**src/dtmf_pkg.sv**
```systemverilog
// shared constants, types and helper functions for the dual trimmed mean filter
package dtmf_pkg;

	localparam int SAMPLE_W         = 16;
	localparam int DEF_WINDOW_SIZE  = 10;
	localparam int DEF_TRIM         = 2;

	typedef enum logic [1:0] {
		ST_FILL,
		ST_SUM,
		ST_DIV,
		ST_LOAD
	} dtmf_state_t;

	typedef struct packed {
		logic insert;
		logic sum_step;
		logic div_start;
		logic div_step;
		logic load_out;
	} dtmf_cmd_t;

	typedef struct packed {
		logic win_last;
		logic sum_done;
	} dtmf_sts_t;

	function automatic int trim_eff(int w, int t);
		if (2 * t >= w) begin
			return (w - 1) / 2;
		end
		return t;
	endfunction

	function automatic int kept_cnt(int w, int t);
		return w - 2 * trim_eff(w, t);
	endfunction

	function automatic int sum_width(int w, int t);
		return SAMPLE_W + $clog2(kept_cnt(w, t));
	endfunction

endpackage

```
**src/dtmf_lane.sv**
```systemverilog
// one channel: insertion-sort cell chain, trimmed accumulator and reciprocal divider
module dtmf_lane #(
	parameter int WINDOW_SIZE = dtmf_pkg::DEF_WINDOW_SIZE,
	parameter int TRIM        = dtmf_pkg::DEF_TRIM
) (
	input  logic                          clk,
	input  dtmf_pkg::dtmf_cmd_t           cmd,
	input  logic [$clog2(WINDOW_SIZE)-1:0] fill,
	input  logic                          add_en,
	input  logic [dtmf_pkg::SAMPLE_W-1:0] sample,
	output logic [dtmf_pkg::SAMPLE_W-1:0] mean
);

	localparam int CNT_W   = $clog2(WINDOW_SIZE);
	localparam int KEPT    = dtmf_pkg::kept_cnt(WINDOW_SIZE, TRIM);
	localparam int SUM_W   = dtmf_pkg::sum_width(WINDOW_SIZE, TRIM);
	localparam int RECIP_S = SUM_W + $clog2(KEPT);
	localparam int RECIP_W = SUM_W + 1;
	localparam int PROD_W  = SUM_W + RECIP_W;
	localparam logic [RECIP_W-1:0] RECIP_M =
		RECIP_W'(((64'd1 << RECIP_S) + 64'(KEPT - 1)) / 64'(KEPT));

	logic [dtmf_pkg::SAMPLE_W-1:0] cells_q [WINDOW_SIZE];
	logic [WINDOW_SIZE-1:0]        lt;
	logic [SUM_W-1:0]              acc_q;
	logic [SUM_W-1:0]              acc_nxt;
	logic [SUM_W-1:0]              num_q;
	logic [PROD_W-1:0]             prod;
	logic [dtmf_pkg::SAMPLE_W-1:0] quo_q;
	logic [dtmf_pkg::SAMPLE_W-1:0] mean_q;

	always_comb begin
		for (int i = 0; i < WINDOW_SIZE; i++) begin
			lt[i] = (CNT_W'(i) < fill) && (cells_q[i] <= sample);
		end
	end

	for (genvar g = 0; g < WINDOW_SIZE; g++) begin : g_cell
		logic [dtmf_pkg::SAMPLE_W-1:0] ins_val;
		logic [dtmf_pkg::SAMPLE_W-1:0] shf_val;

		if (g == 0) begin : g_first
			assign ins_val = lt[g] ? cells_q[g] : sample;
		end else begin : g_rest
			assign ins_val = lt[g] ? cells_q[g] : (lt[g-1] ? sample : cells_q[g-1]);
		end

		if (g == WINDOW_SIZE - 1) begin : g_top
			assign shf_val = '0;
		end else begin : g_mid
			assign shf_val = cells_q[g+1];
		end

		always_ff @(posedge clk) begin
			if (cmd.insert) begin
				cells_q[g] <= ins_val;
			end else if (cmd.sum_step) begin
				cells_q[g] <= shf_val;
			end
		end
	end

	assign acc_nxt = acc_q + (add_en ? SUM_W'(cells_q[0]) : '0);

	// exact quotient from a rounded-up reciprocal of the kept count
	assign prod = PROD_W'(num_q) * PROD_W'(RECIP_M);

	always_ff @(posedge clk) begin
		if (cmd.insert) begin
			acc_q <= '0;
		end else if (cmd.sum_step) begin
			acc_q <= acc_nxt;
		end

		if (cmd.div_start) begin
			num_q <= acc_nxt;
		end

		if (cmd.div_step) begin
			quo_q <= prod[RECIP_S +: dtmf_pkg::SAMPLE_W];
		end

		if (cmd.load_out) begin
			mean_q <= quo_q;
		end
	end

	assign mean = mean_q;

endmodule

```
**src/dtmf_datapath.sv**
```systemverilog
// datapath: shared counters and the two channel lanes
module dtmf_datapath #(
	parameter int WINDOW_SIZE = dtmf_pkg::DEF_WINDOW_SIZE,
	parameter int TRIM        = dtmf_pkg::DEF_TRIM
) (
	input  logic                          clk,
	input  logic                          arst_n,
	input  dtmf_pkg::dtmf_cmd_t           cmd,
	output dtmf_pkg::dtmf_sts_t           sts,
	input  logic [dtmf_pkg::SAMPLE_W-1:0] rp_sample,
	input  logic [dtmf_pkg::SAMPLE_W-1:0] rn_sample,
	output logic [dtmf_pkg::SAMPLE_W-1:0] rp_filtered,
	output logic [dtmf_pkg::SAMPLE_W-1:0] rn_filtered
);

	localparam int CNT_W = $clog2(WINDOW_SIZE);
	localparam int TE    = dtmf_pkg::trim_eff(WINDOW_SIZE, TRIM);

	logic [CNT_W-1:0] fill_q;
	logic [CNT_W-1:0] k_q;
	logic             add_en;

	assign sts.win_last = fill_q == CNT_W'(WINDOW_SIZE - 1);
	assign sts.sum_done = k_q == CNT_W'(WINDOW_SIZE - TE - 1);
	assign add_en       = k_q >= CNT_W'(TE);

	always_ff @(posedge clk or negedge arst_n) begin
		if (!arst_n) begin
			fill_q <= '0;
			k_q    <= '0;
		end else begin
			if (cmd.insert) begin
				fill_q <= sts.win_last ? '0 : fill_q + CNT_W'(1);
				k_q    <= '0;
			end else if (cmd.sum_step) begin
				k_q <= k_q + CNT_W'(1);
			end
		end
	end

	dtmf_lane #(
		.WINDOW_SIZE(WINDOW_SIZE),
		.TRIM       (TRIM)
	) u_lane_p (
		.clk   (clk),
		.cmd   (cmd),
		.fill  (fill_q),
		.add_en(add_en),
		.sample(rp_sample),
		.mean  (rp_filtered)
	);

	dtmf_lane #(
		.WINDOW_SIZE(WINDOW_SIZE),
		.TRIM       (TRIM)
	) u_lane_n (
		.clk   (clk),
		.cmd   (cmd),
		.fill  (fill_q),
		.add_en(add_en),
		.sample(rn_sample),
		.mean  (rn_filtered)
	);

endmodule

```
**src/dtmf_ctrl.sv**
```systemverilog
// controller state machine for window fill, summing, division and result hand-off
module dtmf_ctrl (
	input  logic                clk,
	input  logic                arst_n,
	input  logic                s_tvalid,
	output logic                s_tready,
	output logic                m_tvalid,
	input  logic                m_tready,
	input  dtmf_pkg::dtmf_sts_t sts,
	output dtmf_pkg::dtmf_cmd_t cmd
);

	dtmf_pkg::dtmf_state_t state_q;
	dtmf_pkg::dtmf_state_t state_nxt;
	logic                  out_valid_q;

	always_comb begin
		state_nxt = state_q;
		unique case (state_q)
			dtmf_pkg::ST_FILL: begin
				if (s_tvalid && sts.win_last) begin
					state_nxt = dtmf_pkg::ST_SUM;
				end
			end
			dtmf_pkg::ST_SUM: begin
				if (sts.sum_done) begin
					state_nxt = dtmf_pkg::ST_DIV;
				end
			end
			dtmf_pkg::ST_DIV: begin
				state_nxt = dtmf_pkg::ST_LOAD;
			end
			dtmf_pkg::ST_LOAD: begin
				if (!out_valid_q || m_tready) begin
					state_nxt = dtmf_pkg::ST_FILL;
				end
			end
			default: state_nxt = dtmf_pkg::ST_FILL;
		endcase
	end

	always_comb begin
		cmd      = '0;
		s_tready = 1'b0;
		unique case (state_q)
			dtmf_pkg::ST_FILL: begin
				s_tready   = 1'b1;
				cmd.insert = s_tvalid;
			end
			dtmf_pkg::ST_SUM: begin
				cmd.sum_step  = 1'b1;
				cmd.div_start = sts.sum_done;
			end
			dtmf_pkg::ST_DIV: begin
				cmd.div_step = 1'b1;
			end
			dtmf_pkg::ST_LOAD: begin
				cmd.load_out = !out_valid_q || m_tready;
			end
			default: begin
				cmd = '0;
			end
		endcase
	end

	always_ff @(posedge clk or negedge arst_n) begin
		if (!arst_n) begin
			state_q     <= dtmf_pkg::ST_FILL;
			out_valid_q <= 1'b0;
		end else begin
			state_q <= state_nxt;
			if (cmd.load_out) begin
				out_valid_q <= 1'b1;
			end else if (m_tready) begin
				out_valid_q <= 1'b0;
			end
		end
	end

	assign m_tvalid = out_valid_q;

endmodule

```
**src/dual_trimmed_mean_filter.sv**
```systemverilog
// top level of the dual trimmed mean filter
//
//  channel  dir  transaction                     payload
//  s_*      in   one rp/rn sample pair           s_tdata: rp_sample, rn_sample
//  m_*      out  one pair of window means        m_tdata: rp_filtered, rn_filtered
//
// a pair that does not close a window is inserted into the insertion cell chain
// the pair that closes a window is inserted, then the kept samples are summed, then the
// sum is multiplied by the reciprocal and the means are loaded into the output register
// s_tready is low from the closing pair until its means sit in the output register
// the output register holds a result until m_tready; the next window fills meanwhile
// reset clears the fill count, the controller and m_tvalid
module dual_trimmed_mean_filter #(
	parameter int WINDOW_SIZE = dtmf_pkg::DEF_WINDOW_SIZE,
	parameter int TRIM        = dtmf_pkg::DEF_TRIM
) (
	input  logic        clk,
	input  logic        arst_n,
	input  logic        s_tvalid,
	output logic        s_tready,
	input  logic [31:0] s_tdata,  // rp_sample [15:0], rn_sample [31:16]
	output logic        m_tvalid,
	input  logic        m_tready,
	output logic [31:0] m_tdata   // rp_filtered [15:0], rn_filtered [31:16]
);

	dtmf_pkg::dtmf_cmd_t           cmd;
	dtmf_pkg::dtmf_sts_t           sts;
	logic [dtmf_pkg::SAMPLE_W-1:0] rp_filtered;
	logic [dtmf_pkg::SAMPLE_W-1:0] rn_filtered;

	dtmf_ctrl u_ctrl (
		.clk     (clk),
		.arst_n  (arst_n),
		.s_tvalid(s_tvalid),
		.s_tready(s_tready),
		.m_tvalid(m_tvalid),
		.m_tready(m_tready),
		.sts     (sts),
		.cmd     (cmd)
	);

	dtmf_datapath #(
		.WINDOW_SIZE(WINDOW_SIZE),
		.TRIM       (TRIM)
	) u_datapath (
		.clk        (clk),
		.arst_n     (arst_n),
		.cmd        (cmd),
		.sts        (sts),
		.rp_sample  (s_tdata[15:0]),
		.rn_sample  (s_tdata[31:16]),
		.rp_filtered(rp_filtered),
		.rn_filtered(rn_filtered)
	);

	assign m_tdata = {rn_filtered, rp_filtered};

endmodule
```
**config.mk**
```make
export PLATFORM = sky130hd
export DESIGN_NAME = dual_trimmed_mean_filter
export DESIGN_NICKNAME = d
export VERILOG_FILES = /design/src/dtmf_pkg.sv /design/src/dtmf_lane.sv /design/src/dtmf_datapath.sv /design/src/dtmf_ctrl.sv /design/src/dual_trimmed_mean_filter.sv
export SDC_FILE = /design/constraint.sdc
export NUM_CORES = 2
export LEC_CHECK = 0
export ABC_AREA = 1
export BUFFER_PORTS_ARGS = -buffer_cell sky130_fd_sc_hd__buf_2
export CORE_ASPECT_RATIO = 1.25
export CORE_UTILIZATION = 35
export CTS_CLUSTER_DIAMETER = 60
export CTS_CLUSTER_SIZE = 14
export DETAILED_ROUTE_END_ITERATION = 7
export PLACE_DENSITY = 0.46
export SETUP_SLACK_MARGIN = 0.1
export SLEW_MARGIN = 10
export SYNTH_ARGS = -nofsm -noshare
export SYNTH_HDL_FRONTEND = slang
export SYNTH_SLANG_ARGS = --single-unit
export TNS_END_PERCENT = 100
```
**constraint.sdc**
```tcl
create_clock -name clk -period 16.19 [get_ports clk]
set_input_delay 3.238 -clock clk [delete_from_list [all_inputs] [get_ports clk]]
set_output_delay 3.238 -clock clk [all_outputs]
set_load 0.1 [all_outputs]
```
## Word-level counts from Yosys, hierarchy flattened

Memory sizes are Yosys's and may differ from the RTL's.
Index checks and enable logic that the tools add are counted.
Widths: inputs -> output; s select.

| storage, ports and cells | value |
|---|---|
| bits in registers | 151 |
| memory bits (writable) | 320 |
| output and inout port bits | 34 |
| memories kept | 2 |

| operators by class | value |
|---|---|
| add/sub/neg operators | 4 |
| multiply operators | 2 |
| $lt $le $gt $ge | 31 |
| equal/unequal tests | 8 |
| muxes and demuxes | 79 |
| bitwise logic cells | 20 |
| reductions and logical operators | 27 |

Memory list:

| memory | depth | width | rd ports | clocked after Yosys merged registers in | wr ports | line | source |
|---|---|---|---|---|---|---|---|
| u_datapath.u_lane_n.cells_q | 10 | 16 | 10 | 0 | 10 | dtmf_lane.sv:23 | `logic [dtmf_pkg::SAMPLE_W-1:0] cells_q [WINDOW_SIZE];` |
| u_datapath.u_lane_p.cells_q | 10 | 16 | 10 | 0 | 10 | dtmf_lane.sv:23 |  |

Operators with widths:

| operator | count |
|---|---|
| $mux 16 | 60 |
| $le 16x16->1 | 20 |
| $mul 19x20->38 const B | 2 |
| $add 19x16->19 | 2 |
| $logic_and 1x1->1 | 21 |
| $or 1x1->1 | 20 |
| $lt 3x4->1 const A | 4 |
| $mux 4 | 3 |
| $mux 1 | 11 |
| $add 4x1->4 const B | 2 |
| $lt 1x4->1 const A | 2 |
| $lt 2x4->1 const A | 2 |
| $lt 4x4->1 const A | 2 |
| $mux 2 | 4 |
| $pmux 2 s4 | 1 |
| $ne 2x1->1 const B | 3 |
| $eq 2x2->1 const B | 2 |
| $eq 4x3->1 const B | 1 |
| $eq 4x4->1 const B | 1 |
| $ge 4x2->1 const B | 1 |
| $reduce_bool 2->1 | 2 |
| $reduce_and 3->1 | 1 |
| $eq 2x1->1 const B | 1 |
| $logic_not 2->1 | 1 |
| other kinds (2) | 2 |

## Logic depth before layout (Yosys ltp)

| logic depth | value |
|---|---|
| word-level depth | 6 |
| depth in mapped cells | 23 |
| gate-level depth less buffers | 23 |

## Modules after synthesis

Synthesis repeated with hierarchy kept, for this count alone.

| second synthesis, totals | value |
|---|---|
| cell total of the unflattened synthesis | 5,857 |
| area total of the unflattened synthesis | 45,307.2 sq um |

By module, submodules not included:

| module | times used | cells each | area each (sq um) |
|---|---|---|---|
| dtmf_lane (u_datapath.u_lane_p) | 1 | 2,897 | 22,345.2 |
| dtmf_lane (u_datapath.u_lane_n) | 1 | 2,875 | 22,286.4 |
| dtmf_datapath | 1 | 51 | 416.6 |
| dtmf_ctrl | 1 | 34 | 259.0 |

## Worst setup path before layout

Ideal clock, no wire load.

| timing path | value |
|---|---|
| path type | input to register |
| start | input s_tdata[11] |
| end | memory u_datapath.u_lane_p.cells_q[0][16] (netlist bit), enable pin |
| setup time | 0.399 ns |
| arrival | 5.606 ns |
| required time | 15.791 ns |
| setup slack | 10.185 ns |
| cell stages on the path | 12 |
| cells stage by stage | inv_1 > clkbuf_1 > ha_1 > nand2_1 > inv_1 > nand3_2 > nor3_2 > nand2_1 > nand2_1 > nand2_4 > buf_2 > a31oi_1 |

RTL lines:

| item | line | source |
|---|---|---|
| from (decl) | dual_trimmed_mean_filter.sv:21 | `input logic [31:0] s_tdata,` |
| to (decl) | dtmf_lane.sv:23 |  |

==> results.json <==
{
  "clkLatencyLatePin_ns": 0.66,
  "firstDrtPassIters": 5,
  "leakagePower_nw": 24.6,
  "tightest_slew_ns": 1.24,
  "drt_wl_total_mm": 120,
  "nNetsFinal": 6552,
  "dp_hpwl_mm": 93.8,
  "synth_top_area_share": 0.283,
  "multi_input_area_sq_um": 26700,
  "finalSetupTns_ns": 0,
  "start_util": 0.353,
  "io_pins": 70,
  "cp-start-kind": "input port",
  "post-route-period-util": 0.384,
  "grt_pass1_wl_mm": 194,
  "cts_buffer_depth": 3,
  "ys_ff_latch": 471,
  "clock-root-buffer": "clkbuf_16",
  "cp_cell_sequence": "buf_2 -> inv_1 -> ha_1 -> nand2_1 -> inv_1 -> nand3_1 -> nor2_1 -> nand2_1 -> nand2_1 -> nand2_1 -> a31oi_2",
  "cp_data_required_time_ns": 16.47,
  "peakVddDrop_mv": 0.173,
  "cts_num_sinks": 471,
  "yosys_warnings": 0,
  "status": "finished clean",
  "fin_crit_ns": 6.21,
  "drv_slew": 0,
  "clk_pin_slew_ns": 0.06,
  "skew_ns": 0.0346,
  "drtIter0Drc": 1569,
  "io_buffers": 69,
  "relSlewSlack": 0.173,
  "nFillCells": 13500,
  "whs_ns": 0.418,
  "max_stage_delay_ns": 1.05,
  "syn_avg_cell_area_sq_um": 7.84,
  "yosysSeqAreaShare": 0.306,
  "num_antenna_cells": 0,
  "hp-class": "flop to flop",
  "wire_per_inst_um": 16.1,
  "grt_overflow_total": 0,
  "synth_top_area_cell": "edfxtp_1",
  "cts_resized": 0,
  "final_common_cell": "nand2_1",
  "layout-drive-gt1-share": 0.0546,
  "grt_pass1_vias": 36000,
  "antenna_found_initial": 1,
  "arrival_ns": 6.49,
  "crit_top_cell": "nand2_1",
  "seq_area_sq_um": 13700,
  "fin_ws_ns": 9.98,
  "grt_use_total": 0.188,
  "core-area_sq_um": 127000,
  "drtAntennaViolNets": 0,
  "dp_slack_ns": 9.21,
  "timing.setup.critical_path_class": "input port to flop",
  "yosys.cell_types.count": 51,
  "rsz0062_at_grt": "false",
  "numCtsBuffers": 66,
  "clock.fmax_mhz": 161,
  "synth-async-reset-ratio": 0.0234,
  "die_area_sq_um": 129000,
  "layout_common_cells": "nand2_1 (1601), inv_1 (948), nand3_1 (677)",
  "syn_inst": 5711,
  "syn_to_final_growth_pct": 9.30,
  "synth_nets": 6568,
  "htree_num_levels": 3,
  "crit_path_top_delay_cell": "a31oi_2",
  "routabilityCongestion": 0.859,
  "grt_max_degree": 206,
  "setup_violations": 0,
  "cts-hold-fix-buffers": 0,
  "cts_tree": "built",
  "synthFlopType": "edfxtp_1",
  "hold_viol_final": 0,
  "num_vias": 35300,
  "synthTopCellsByArea": "edfxtp_1 (28%), ha_1 (17%), nand2_1 (13%)",
  "die_h_um": 402,
  "synth_edf_count": 422,
  "powerDensity_nw_per_um2": 189,
  "critPathCaptureType": "flop",
  "max_cap_violations": 0,
  "die_w_um": 322,
  "drc": 0,
  "path_max_fanout": 33,
  "cts_post_setup_buffers_inserted": 0,
  "routed_via_density": 4.73,
  "row_count": 146,
  "mappedNetlistArea_sq_um": 44800
}
==> synthesized netlist by cell type (3+ instances only) <==
library cell and n:
a22o_1 5, o211ai_1 3, a21oi_2 4, nor2_1 320, and2_1 17, nor3_1 30, fa_1 203, nor3_2 9
or2_1 5, nand4_1 22, xor2_1 21, ha_1 618, or2_0 4, buf_2 55, dfxtp_1 38, o21a_1 15
nor4_1 3, buf_4 21, clkbuf_1 76, edfxtp_1 422, inv_1 949, xnor2_1 8, buf_6 18, nor2_2 3
o21ai_4 3, a21oi_1 269, buf_1 11, nand2_4 17, nand2_1 1601, inv_2 6, o21bai_1 10, nand3_1 677
nand2_2 32, dfrtp_1 11, a31oi_1 21, nand3_2 5, a21o_1 27, nand3b_1 4, o21ai_0 127, a21boi_0 3
o22ai_1 5
==> layout make-up <==
cell class	count	area share
clock buffer	77	0.0358
clock inverter	45	0.0105
inverter	957	0.0735
multi-input combinational	4101	0.545
sequential	471	0.280
tap	1702	0.0435
timing repair buffer	98	0.0118
==> path summary, 6_finish.rpt <==
path	from	endpoint	slack (ns)	cells past startpoint
worst max-delay path	s_tdata[15]	u_datapath.u_lane_p.cells_q[4][6]	9.98	11
worst min-delay path	u_datapath.u_lane_n.quo_q[5]	u_datapath.u_lane_n.mean[5]	0.42	0
worst max register to register	u_datapath.u_lane_n.num_q[6]	u_datapath.u_lane_n.quo_q[8]	10.36	21
worst min register to register	u_datapath.u_lane_n.quo_q[5]	u_datapath.u_lane_n.mean[5]	0.42	0
max in group asynchronous	arst_n	u_ctrl.m_tvalid	13.38	1
min in group asynchronous	arst_n	u_datapath.fill_q[1]	2.49	1
==> power by group <==
group	internal, mW	leakage, nW	switching, mW
combinational	1.56	19.0	3.46
clock	0.894	1.10	0.650
sequential	2.32	4.47	0.394
==> state kept, by name (all words and copies together) (netlist names) <==
name,count
u_datapath.k_q,4
u_datapath.u_lane_n.acc_q,19
u_datapath.u_lane_p.num_q,19
u_datapath.u_lane_n.num_q,19
u_datapath.u_lane_p.cells_q,160
u_datapath.u_lane_n.cells_q,160
u_datapath.u_lane_p.acc_q,19
u_ctrl.state_q,2
u_ctrl.m_tvalid,1
u_datapath.u_lane_n.quo_q,16
u_datapath.u_lane_n.mean,16
u_datapath.u_lane_p.mean,16
u_datapath.u_lane_p.quo_q,16
u_datapath.fill_q,4
==> cell families (layout without fill, tap and decap cells) <==
kind of cell,after synthesis,after routing,share of synthesized area
flip-flops,471,471,0.306
AO/OA/AOI/OAI,498,498,0.0615
adder cells (fa/ha/maj),821,821,0.263
buffers and inverters,1139,1177,0.102
AND/OR/NAND/NOR,2753,2753,0.261
XOR/XNOR,29,29,0.00567
==> worst max-delay path, delay by kind of cell <==
kind                     cells  cell delay [ns]
adder cells (fa/ha/maj)      1             0.28
AND/OR/NAND/NOR              6             1.17
buffers and inverters        3             0.73
AO/OA/AOI/OAI                1             1.05
==> layer usage <==
layer	track usage	vias up	wire, um
met1	0.223	16200	50800
met2	0.351	405	63100
met3	0.0185	152	2860
met5	0	-	0
met4	0.0555	0	2860
li1	-	18500	-
==> through the flow <==
stage,util,cell area [sq um],instances,power (mW)
floorplan,-,44800,5711,6.46
global placement,0.368,46700,7329,7.78
detailed placement,0.368,46700,7329,7.85
CTS,0.386,48900,7451,9.45
global route,0.386,48900,7451,10.2
finish,0.386,48900,7451,9.27
No activity file was read; power rests on OpenSTA's default activity.
